<file path="src/hw/rtl/crcb_pkg.sv">
// Shared types and constants for the Catmull-Rom channel blend pipeline.
`default_nettype none

package crcb_pkg;

	// Blend kind carried with each word through the pipeline.
	typedef enum logic {
		KIND_LINEAR = 1'b0,
		KIND_CUBIC  = 1'b1
	} kind_t;

	// Guard bits added above component plus fraction width for the cubic datapath.
	localparam int CUBIC_GUARD_BITS = 5;

endpackage

`default_nettype wire

</file>
<file path="src/hw/rtl/crcb_wmul.sv">
// Signed multiply by the weight with round to nearest, halves away from zero.
`default_nettype none

module crcb_wmul #(
	parameter int AW = 37,
	parameter int F  = 16
) (
	input  logic                 clk,
	input  logic                 en,
	input  logic signed [AW-1:0] a,
	input  logic [F:0]           t,
	output logic signed [AW-1:0] q
);
	import crcb_pkg::*;

	localparam logic [2*F+1:0] RND_HALF = (2*F+2)'(1) << (F - 1);

	logic signed [AW-F-1:0] a_hi;
	logic [F-1:0]           a_lo;
	logic signed [AW+1:0]   hi_mul;
	logic [2*F:0]           lo_mul;
	logic [2*F+1:0]         lo_sum;
	logic signed [AW+1:0]   hi_s1;
	logic [2*F+1:0]         lo_s1;
	logic signed [AW+1:0]   q_full;

	// The word splits into a signed high part and an unsigned low fraction.
	// A negative word rounds with one less than half so that halves move away from zero.
	assign a_hi   = a[AW-1:F];
	assign a_lo   = a[F-1:0];
	assign hi_mul = (AW+2)'(a_hi) * (AW+2)'($signed({1'b0, t}));
	assign lo_mul = (2*F+1)'(a_lo) * (2*F+1)'(t);
	assign lo_sum = (2*F+2)'(lo_mul) + (a[AW-1] ? RND_HALF - (2*F+2)'(1) : RND_HALF);

	// Partial product registers.
	always_ff @(posedge clk) begin
		if (en) begin
			hi_s1 <= hi_mul;
			lo_s1 <= lo_sum;
		end
	end

	// Recombine: high product plus the rounded carry of the low product.
	assign q_full = hi_s1 + $signed((AW+2)'(lo_s1[2*F+1:F]));
	assign q      = q_full[AW-1:0];

endmodule

`default_nettype wire

</file>
<file path="config.mk">
export PLATFORM = sky130hd
export DESIGN_NAME = crcb_wmul
export DESIGN_NICKNAME = d
export VERILOG_FILES = /design/src/hw/rtl/crcb_pkg.sv /design/src/hw/rtl/crcb_wmul.sv
export SDC_FILE = /design/constraint.sdc
export NUM_CORES = 2
export LEC_CHECK = 0
export ABC_CLOCK_PERIOD_IN_PS = 9100
export BUFFER_PORTS_ARGS = -buffer_cell sky130_fd_sc_hd__buf_2
export CORE_ASPECT_RATIO = 0.6
export CORE_MARGIN = 3
export CORE_UTILIZATION = 29
export DETAILED_ROUTE_END_ITERATION = 12
export GPL_TIMING_DRIVEN = 0
export PLACE_DENSITY_LB_ADDON = 0.3
export SLEW_MARGIN = 0
export SYNTH_ARGS = -nofsm -noshare
export SYNTH_HDL_FRONTEND = slang
export SYNTH_SLANG_ARGS = --single-unit
</file>
<file path="constraint.sdc">
create_clock -name clk -period 9.1 [get_ports clk]
set_clock_uncertainty 0.05 [all_clocks]
set_input_delay 0.455 -clock clk [delete_from_list [all_inputs] [get_ports clk]]
set_output_delay 0.455 -clock clk [all_outputs]
set_load 0.05 [all_outputs]
</file>
==> metrics <==
status=finished, final reports clean; Num CTS Buffers=5; initial antenna violation count=14; DRC=0; ys async rst share=0%; global route overflow=0; RSZ-0062 raised after global routing=false; Post-synth EDFFs=55; Post-Synth Adder-Cell Area=57.4%; most frequent cells in the layout=inv_1, fa_1, nand2_1; deepest clock path buffer count=2; Slew Limit Fails=0; CTS tree=built; final wirelength=79.7 mm; Fin. Hold Viols=0; total of max-cap violations=0; Arr. time, crit path=8.58 ns; max frequency=116 MHz; clk root buf=clkbuf_16; Worst-Margin Slew=1.18 ns; Synth Cell Area=24,600 um2; Worst EP required=9.09 ns; Die Wd=382 um; First DRT Iteration DRCs=1,629; I/O pin cnt=93; xor/xnor cell area share of the yosys netlist=3.21%; DIE HEIGHT=232 um; Ys Warns=0; Syn-to-layout area delta=8.05%; CP endpoint kind=flip-flop; largest net degree at the start of global routing=56; detailed placer's ending HPWL=68.8 mm; Tcrit/Tclk final=94.3%; Cell Rows=82; Synth Area in Compound Gates=4.95%; Yosys cell types=65; clock transition at the registers of the reported paths=0.09 ns; routed wire length per instance=20.4 um; full die area=88,400 um2; H-tree levels=2; Syn Area/Cell=9.16 um2; Synth Net Count=3,526; hold crit path type=input pin to flip-flop; vias per cell=4.60; Post-Layout Cell Count=3,905; crit path kind=input pin to flip-flop; Max-slew headroom=21.2%; share of layout cells above drive strength 1=3.58%; fin nets=3,606; number of global-route vias before repair=18,988; Initial Util=29.4%; #FFs+latches synth=55; largest family of logic cells by synthesized area=adder cells; CP max FO=11; final core occ=31.7%; final antenna-violating net count=0; setup TNS=0 ns; first-pass GRT wire length=123 mm; Via Count=17,961; gr usage total=18.7%; 1st-pass router iterations=5; final setup vio count=0; fraction of synthesized area in multiplexers=0.0407%; simple logic cell fraction of the synthesized area=15.6%; min cycle time layout=8.59 ns; ys flop type=edfxtp_1; commonest non-fill, non-tap cell in the layout=inv_1; synthesized instance count=2,683; Port Buffers=73; core area=83,700 um2; Final GP Congestion=0.927; Startpoint Class=input pin; Cells after DPL=3,890; # clock sinks=55; Seq/Total Area, Yosys=6.72%; post-CTS setup buffer count=0
-- per-stage QoR --
step           hold WS (ns)  area, um2  worst slack, ns
3_3_place_gp          0.948      26400           0.0490
3_5_place_dp          0.945      26400          0.00765
4_1_cts               0.600      26500            0.314
6_report              0.596      26600            0.515
5_1_grt               0.619      26500            0.111
2_1_floorplan         0.517      24600             2.75
-- final cells by class --
cell class,count,area (um2)
sequential,55,1650
multi-input combinational,1838,20000
timing repair buffer,73,368
clock inverter,3,28.8
clock buffer,5,125
antenna,7,17.5
fill,8906,57200
buffer,114,443
inverter,676,2540
tap,1134,1420
-- routing by layer --
metal / GRT usage, % / part of all wire (%) / wire length (um)
met4: 2.07 / 0.97 / 777
met1: 30.1 / 51 / 40700
met2: 23.9 / 36 / 28400
met3: 6.48 / 12 / 9850
met5: 0 / 0.015 / 12
-- flip-flops by register name (all words and copies together), names as in the netlist --
name	flops
hi_s1	37
lo_s1	18
-- final timing paths --
kind              start         to  slack, ns  cells after the start
setup / recovery   t[3]  hi_s1[36]       0.51                     23
hold / removal    a[16]   hi_s1[0]       0.60                      2
-- critical path, cell delays in order --
cell	delay, ns
clkdlybuf4s15_1	0.77
clkdlybuf4s15_1	0.89
nand2_1	0.18
fa_1	0.56
fa_1	0.56
inv_1	0.05
fa_1	0.49
inv_1	0.05
fa_1	0.53
inv_1	0.05
fa_1	0.47
inv_1	0.05
fa_1	0.47
inv_1	0.04
ha_1	0.32
a211oi_1	0.42
o211ai_1	0.24
a31oi_1	0.59
o221a_2	0.45
o31ai_1	0.14
nand4_1	0.15
a32oi_1	0.15
xnor2_2	0.48
-- synthesized netlist by cell type, types with 27 or more instances --
library cell,number,area (um2)
and2_1,274,1710
fa_1,568,11400
inv_1,676,2540
a21oi_1,44,220
edfxtp_1,55,1650
clkbuf_1,112,420
xor2_1,31,272
xnor2_1,59,517
ha_1,219,2740
nor2_1,37,139
o21ai_0,27,135
nand2_1,386,1450
-- what timing repair did --
action                                  in CTS  in global routing
hold buffers                                 0                  0
resized for setup                            0                  5
hold endpoints to repair                     0                  0
endpoints found under the setup margin       0                  1
-- logic make-up after synthesis --
logic type | Yosys count
flip-flops | 55
AND/OR/NAND/NOR | 786
AO/OA/AOI/OAI | 174
buffers and inverters | 790
multiplexers | 1
XOR/XNOR | 90
adder cells (fa/ha/maj) | 787
Power is not shown: default switching activity piles up to over one toggle a cycle in this logic, so the estimate is an artifact.
