## src/hw/rtl/crcb_pkg.sv

```systemverilog
// Shared types and constants for the Catmull-Rom channel blend pipeline.
`default_nettype none

package crcb_pkg;

	// Blend kind carried with each word through the pipeline.
	typedef enum logic {
		KIND_LINEAR = 1'b0,
		KIND_CUBIC  = 1'b1
	} kind_t;

	// Guard bits added above component plus fraction width for the cubic datapath.
	localparam int CUBIC_GUARD_BITS = 5;

endpackage

`default_nettype wire

```

## src/hw/rtl/crcb_front.sv

```systemverilog
// Front stages: weight saturation, cubic coefficients, cubic term product and linear blend.
`default_nettype none

module crcb_front #(
	parameter int N = 16,
	parameter int F = 16
) (
	input  logic                                           clk,
	input  logic                                           en,
	input  crcb_pkg::kind_t                                kind,
	input  logic [N-1:0]                                   point_0,
	input  logic [N-1:0]                                   point_1,
	input  logic [N-1:0]                                   point_2,
	input  logic [N-1:0]                                   point_3,
	input  logic [F:0]                                     weight,
	output crcb_pkg::kind_t                                kind_s2,
	output logic [F:0]                                     t_s2,
	output logic [N-1:0]                                   p1_s2,
	output logic signed [N:0]                              c1_s2,
	output logic signed [N+3:0]                            c2_s2,
	output logic signed [N+F+crcb_pkg::CUBIC_GUARD_BITS-1:0] m3_s2,
	output logic [N-1:0]                                   lin_s2
);
	import crcb_pkg::*;

	localparam int AW = N + F + CUBIC_GUARD_BITS;
	localparam logic [F:0] T_ONE = {1'b1, {F{1'b0}}};
	localparam logic [N+F+1:0] LIN_HALF = (N+F+2)'(1) << (F - 1);

	logic [F:0]              t_sat;
	logic signed [N+3:0]     e0, e1, e2, e3;
	logic signed [N+3:0]     c1_full, c2_full, c3_full;
	logic [N+F:0]            lin_a, lin_b;

	kind_t                   kind_s1;
	logic [F:0]              t_s1;
	logic [N-1:0]            p1_s1;
	logic signed [N:0]       c1_s1;
	logic signed [N+3:0]     c2_s1;
	logic signed [N+2:0]     c3_s1;
	logic [N+F:0]            lin_a_s1, lin_b_s1;

	logic signed [AW-1:0]    m3;
	logic [N+F+1:0]          lin_sum;

	// A weight above one is saturated to one.
	assign t_sat = (weight[F] && (|weight[F-1:0])) ? T_ONE : weight;

	// Control values widened to signed for the coefficient sums.
	assign e0 = signed'((N+4)'(point_0));
	assign e1 = signed'((N+4)'(point_1));
	assign e2 = signed'((N+4)'(point_2));
	assign e3 = signed'((N+4)'(point_3));

	// Hermite coefficients in power form.
	assign c1_full = e2 - e0;
	assign c2_full = (e0 <<< 1) - (e1 <<< 2) - e1 + (e2 <<< 2) - e3;
	assign c3_full = (e1 <<< 1) + e1 - (e2 <<< 1) - e2 + e3 - e0;

	// Linear blend partial products.
	assign lin_a = (N+F+1)'(point_0) * (N+F+1)'(T_ONE - t_sat);
	assign lin_b = (N+F+1)'(point_1) * (N+F+1)'(t_sat);

	// Stage 1 registers.
	always_ff @(posedge clk) begin
		if (en) begin
			kind_s1  <= kind;
			t_s1     <= t_sat;
			p1_s1    <= point_1;
			c1_s1    <= c1_full[N:0];
			c2_s1    <= c2_full;
			c3_s1    <= c3_full[N+2:0];
			lin_a_s1 <= lin_a;
			lin_b_s1 <= lin_b;
		end
	end

	// Cubic term times t, and the rounded linear result.
	assign m3      = AW'(c3_s1) * AW'($signed({1'b0, t_s1}));
	assign lin_sum = (N+F+2)'(lin_a_s1) + (N+F+2)'(lin_b_s1) + LIN_HALF;

	// Stage 2 registers.
	always_ff @(posedge clk) begin
		if (en) begin
			kind_s2 <= kind_s1;
			t_s2    <= t_s1;
			p1_s2   <= p1_s1;
			c1_s2   <= c1_s1;
			c2_s2   <= c2_s1;
			m3_s2   <= m3;
			lin_s2  <= lin_sum[F+N-1:F];
		end
	end

endmodule

`default_nettype wire

```

## config.mk

```make
export PLATFORM = sky130hd
export DESIGN_NAME = crcb_front
export DESIGN_NICKNAME = d
export VERILOG_FILES = /design/src/hw/rtl/crcb_pkg.sv /design/src/hw/rtl/crcb_front.sv
export SDC_FILE = /design/constraint.sdc
export NUM_CORES = 2
export LEC_CHECK = 0
export BUFFER_PORTS_ARGS = -buffer_cell sky130_fd_sc_hd__buf_2
export CORE_UTILIZATION = 40
export DETAILED_ROUTE_END_ITERATION = 6
export GPL_ROUTABILITY_DRIVEN = 0
export PLACE_DENSITY = 0.66
export SLEW_MARGIN = 20
export SYNTH_ARGS = -nofsm -noshare
export SYNTH_HDL_FRONTEND = slang
export SYNTH_SLANG_ARGS = --single-unit
export TNS_END_PERCENT = 50
```

## constraint.sdc

```tcl
create_clock -name clk -period 13.2 [get_ports clk]
set_input_delay 2.64 -clock clk [delete_from_list [all_inputs] [get_ports clk]]
set_output_delay 2.64 -clock clk [all_outputs]
set_load 0.005 [all_outputs]
```

==> results by group <==
Synthesis
  – Sequential area share after synthesis: 0.181
  – Mapped Area: 46200 µm²
  – Flops & latches, synth: 278
  – Top post-synthesis cells by area: fa_1 39%, edfxtp_1 18%, ha_1 11%, inv_1 9.5%, and2_1 4.3%
  – Yosys top cell area share: 0.388
  – Post-synth EDFFs: 278
  – Count leader, synth: inv_1
  – Cells after synthesis: 4660
  – Mean Syn Cell Area: 9.92 µm²
  – Async set or reset register ratio after synthesis: 0
  – Post-synthesis cell type count: 69
  – Synth Flop Type: edfxtp_1
  – Yosys warning count: 0
  – Synth area leader: fa_1
  – Commonest cells post-synth: 1169 x inv_1, 896 x fa_1, 525 x nand2_1

GRT
  – Number of global-route vias before repair: 34200
  – GRT overflow: 0
  – Pin count of the biggest net entering global routing: 92
  – Gr usage total: 0.208
  – Initial antenna violation count: 29
  – First-pass GRT wire length: 188000 µm

Clock network
  – # clock sinks: 278
  – CTS tree: built
  – Hold-fix buffers, CTS: 0
  – CTS-repair resized insts: 0
  – CTS max path bufs: 3
  – Clock latency on the worst-skew pair: 640 ps
  – H-tree levels: 2
  – CTS Buf Count: 38
  – Postcts setup bufs: 0
  – Clock-pin slew on the worst setup and hold paths: 60 ps
  – CTS Root Cell: clkbuf_16

Timing
  – Final Cycle Share: 0.802
  – Final hold slack: 412 ps
  – Worst-case clock skew: 29.5 ps
  – Hold Vio Cnt, Final: 0
  – Worst slew margin: 0.263
  – RSZ-0062 raised after global routing: false
  – Fmax achieved: 0.0945 GHz
  – Setup TNS: 0 ps
  – Fin crit period: 10590 ps
  – Final worst slack: 2610 ps
  – Final-report max-slew violation count: 0
  – Worst Max-Slew Pin Slew: 1110 ps
  – Final setup violation count: 0

Worst setup path
  – Setup Crit Path Kind: primary input to register
  – Crit path DAT: 10960 ps
  – Critical Path Source Type: primary input
  – Crit end category: register
  – Max FO, Critical Path: 50
  – Crit path required time: 13570 ps
  – WP buf/inv: 8
  – Worst path most repeated cell: fa_1
  – Crit path largest cell delay: 570 ps
  – Worst path slowest cell: fa_1
  – CP delay by family, top: adder cells

Detailed routing
  – DR vias/cell: 5.00
  – WL final: 117000 µm
  – Met1 Routed Length: 48000 µm
  – Routed Antenna Nets: 0
  – Routed length per instance: 18.4 µm
  – Vias: 31900
  – Routed wl met2: 55200 µm
  – # DRC: 108
  – Met3 wire len: 9630 µm
  – Highest Signal Layer: met5
  – Router iterations before antenna repair: 7
  – Initial drt markers: 1794

Die
  – Row count: 124
  – Die area: 117000 µm²
  – Core ar.: 115000 µm²
  – IO Count: 208
  – Die width: 342 µm
  – Starting Density: 0.404
  – Die Span Y: 342 µm

Flow run
  – Max Cap Viol: 0

Min path
  – Hold WC Path Type: register to register

Run status
  – Failing checks: design-rule violations
  – Status: finished, violations left

Layout
  – Area growth from synthesis to layout: 9.05%
  – Share of layout cells above drive strength 1: 0.0678
  – Nets: 6216
  – Final instance area: 50400 µm²

Placed design
  – I/O Buffers: 207
  – Pre-CTS WS: 2120 ps
  – DP Area: 49000 µm²
  – HPWL after DPL: 94200 µm
[layout by cell type (no fill, tap or decap), types with 5 or more instances in the layout]
| master | n |
|---|---|
| o21bai_1 | 20 |
| xor2_1 | 46 |
| a21o_1 | 49 |
| edfxtp_1 | 278 |
| a41oi_1 | 6 |
| or4_1 | 5 |
| a211oi_1 | 11 |
| fa_1 | 896 |
| conb_1 | 33 |
| o31ai_1 | 7 |
| inv_1 | 1169 |
| diode_2 | 15 |
| nand2b_1 | 23 |
| or3_1 | 9 |
| nor3_1 | 74 |
| xnor2_1 | 139 |
| and2_1 | 317 |
| buf_2 | 206 |
| clkbuf_1 | 6 |
| a21boi_0 | 13 |
| or2_2 | 10 |
| nand2_1 | 525 |
| o211ai_1 | 9 |
| a31oi_1 | 14 |
| clkbuf_16 | 38 |
| nand4_1 | 8 |
| ha_1 | 409 |
| clkinv_1 | 7 |
| clkinv_4 | 5 |
| o2111ai_1 | 7 |
| o21a_1 | 14 |
| buf_4 | 39 |
| nor2b_1 | 32 |
| nor2_1 | 133 |
| nor4_1 | 5 |
| nand3_1 | 31 |
| bufinv_16 | 6 |
| a21oi_1 | 103 |
| and3_1 | 12 |
| o21ai_0 | 61 |
[per-stage QoR]
| stage | util | std cells |
|---|---|---|
| 2_1_floorplan | - | 4691 |
| 3_3_place_gp | 0.428 | 6299 |
| 3_5_place_dp | 0.428 | 6299 |
| 4_1_cts | 0.440 | 6365 |
| 5_1_grt | 0.440 | 6369 |
| 6_report | 0.440 | 6380 |
[layout make-up]
class / count / area [µm²]
Fill cell: 10900 / 64100
Multi-Input combinational cell: 3088 / 33000
Sequential cell: 278 / 8350
Inverter: 1175 / 4410
Tap cell: 1512 / 1890
Timing Repair Buffer: 246 / 1340
Clock buffer: 44 / 973
Clock inverter: 22 / 372
Antenna cell: 15 / 37.5
[worst register-to-register path: cells and delay by family (launching register included)]
family | cells | cell delay [ps]
AOI/OAI and AO/OA | 8 | 2310
buffers and inverters | 5 | 260
and+or+nand+nor | 2 | 280
xor gates and xnor gates | 1 | 80
DFF | 1 | 1050
adders and majority gates | 7 | 3330
[final timing paths]
path                                         start  cells past startpoint                      to  slack (ps)
worst max-delay path                    weight[16]                     32  lin_a_s1[31]$_DFFE_PP_        2610
worst min-delay path            c1_s1[2]$_DFFE_PP_                      0      c1_s2[2]$_DFFE_PP_         410
worst max register to register   t_s1[7]$_DFFE_PP_                     23     m3_s2[33]$_DFFE_PP_        5660
worst min register to register  c1_s1[2]$_DFFE_PP_                      0      c1_s2[2]$_DFFE_PP_         410
[logic make-up after synthesis]
family	after synthesis	synth area share
DFF	278	0.181
muxes	6	0.00135
adders and majority gates	1305	0.499
buffers and inverters	1325	0.108
and+or+nand+nor	1202	0.125
other	2	0.000162
xor gates and xnor gates	187	0.0354
AOI/OAI and AO/OA	355	0.0505
[state kept, by name, summed over array words and instances, names as in the netlist]
register,cells
lin_s2,16
m3_s2,37
c2_s1,20
c1_s2,17
c2_s2,20
t_s1,17
p1_s2,16
lin_a_s1,32
c1_s1,17
kind_s1,1
p1_s1,16
c3_s1,19
lin_b_s1,32
kind_s2,1
t_s2,17
[per-layer routing]
| layer | global-route usage | up-vias |
|---|---|---|
| li1 | - | 14400 |
| met1 | 0.270 | 16200 |
| met2 | 0.343 | 1004 |
| met3 | 0.0487 | 221 |
| met4 | 0.0690 | 28 |
| met5 | 0 | - |
Power is not shown: default switching activity piles up to over one toggle a cycle in this logic, so the estimate is an artifact.
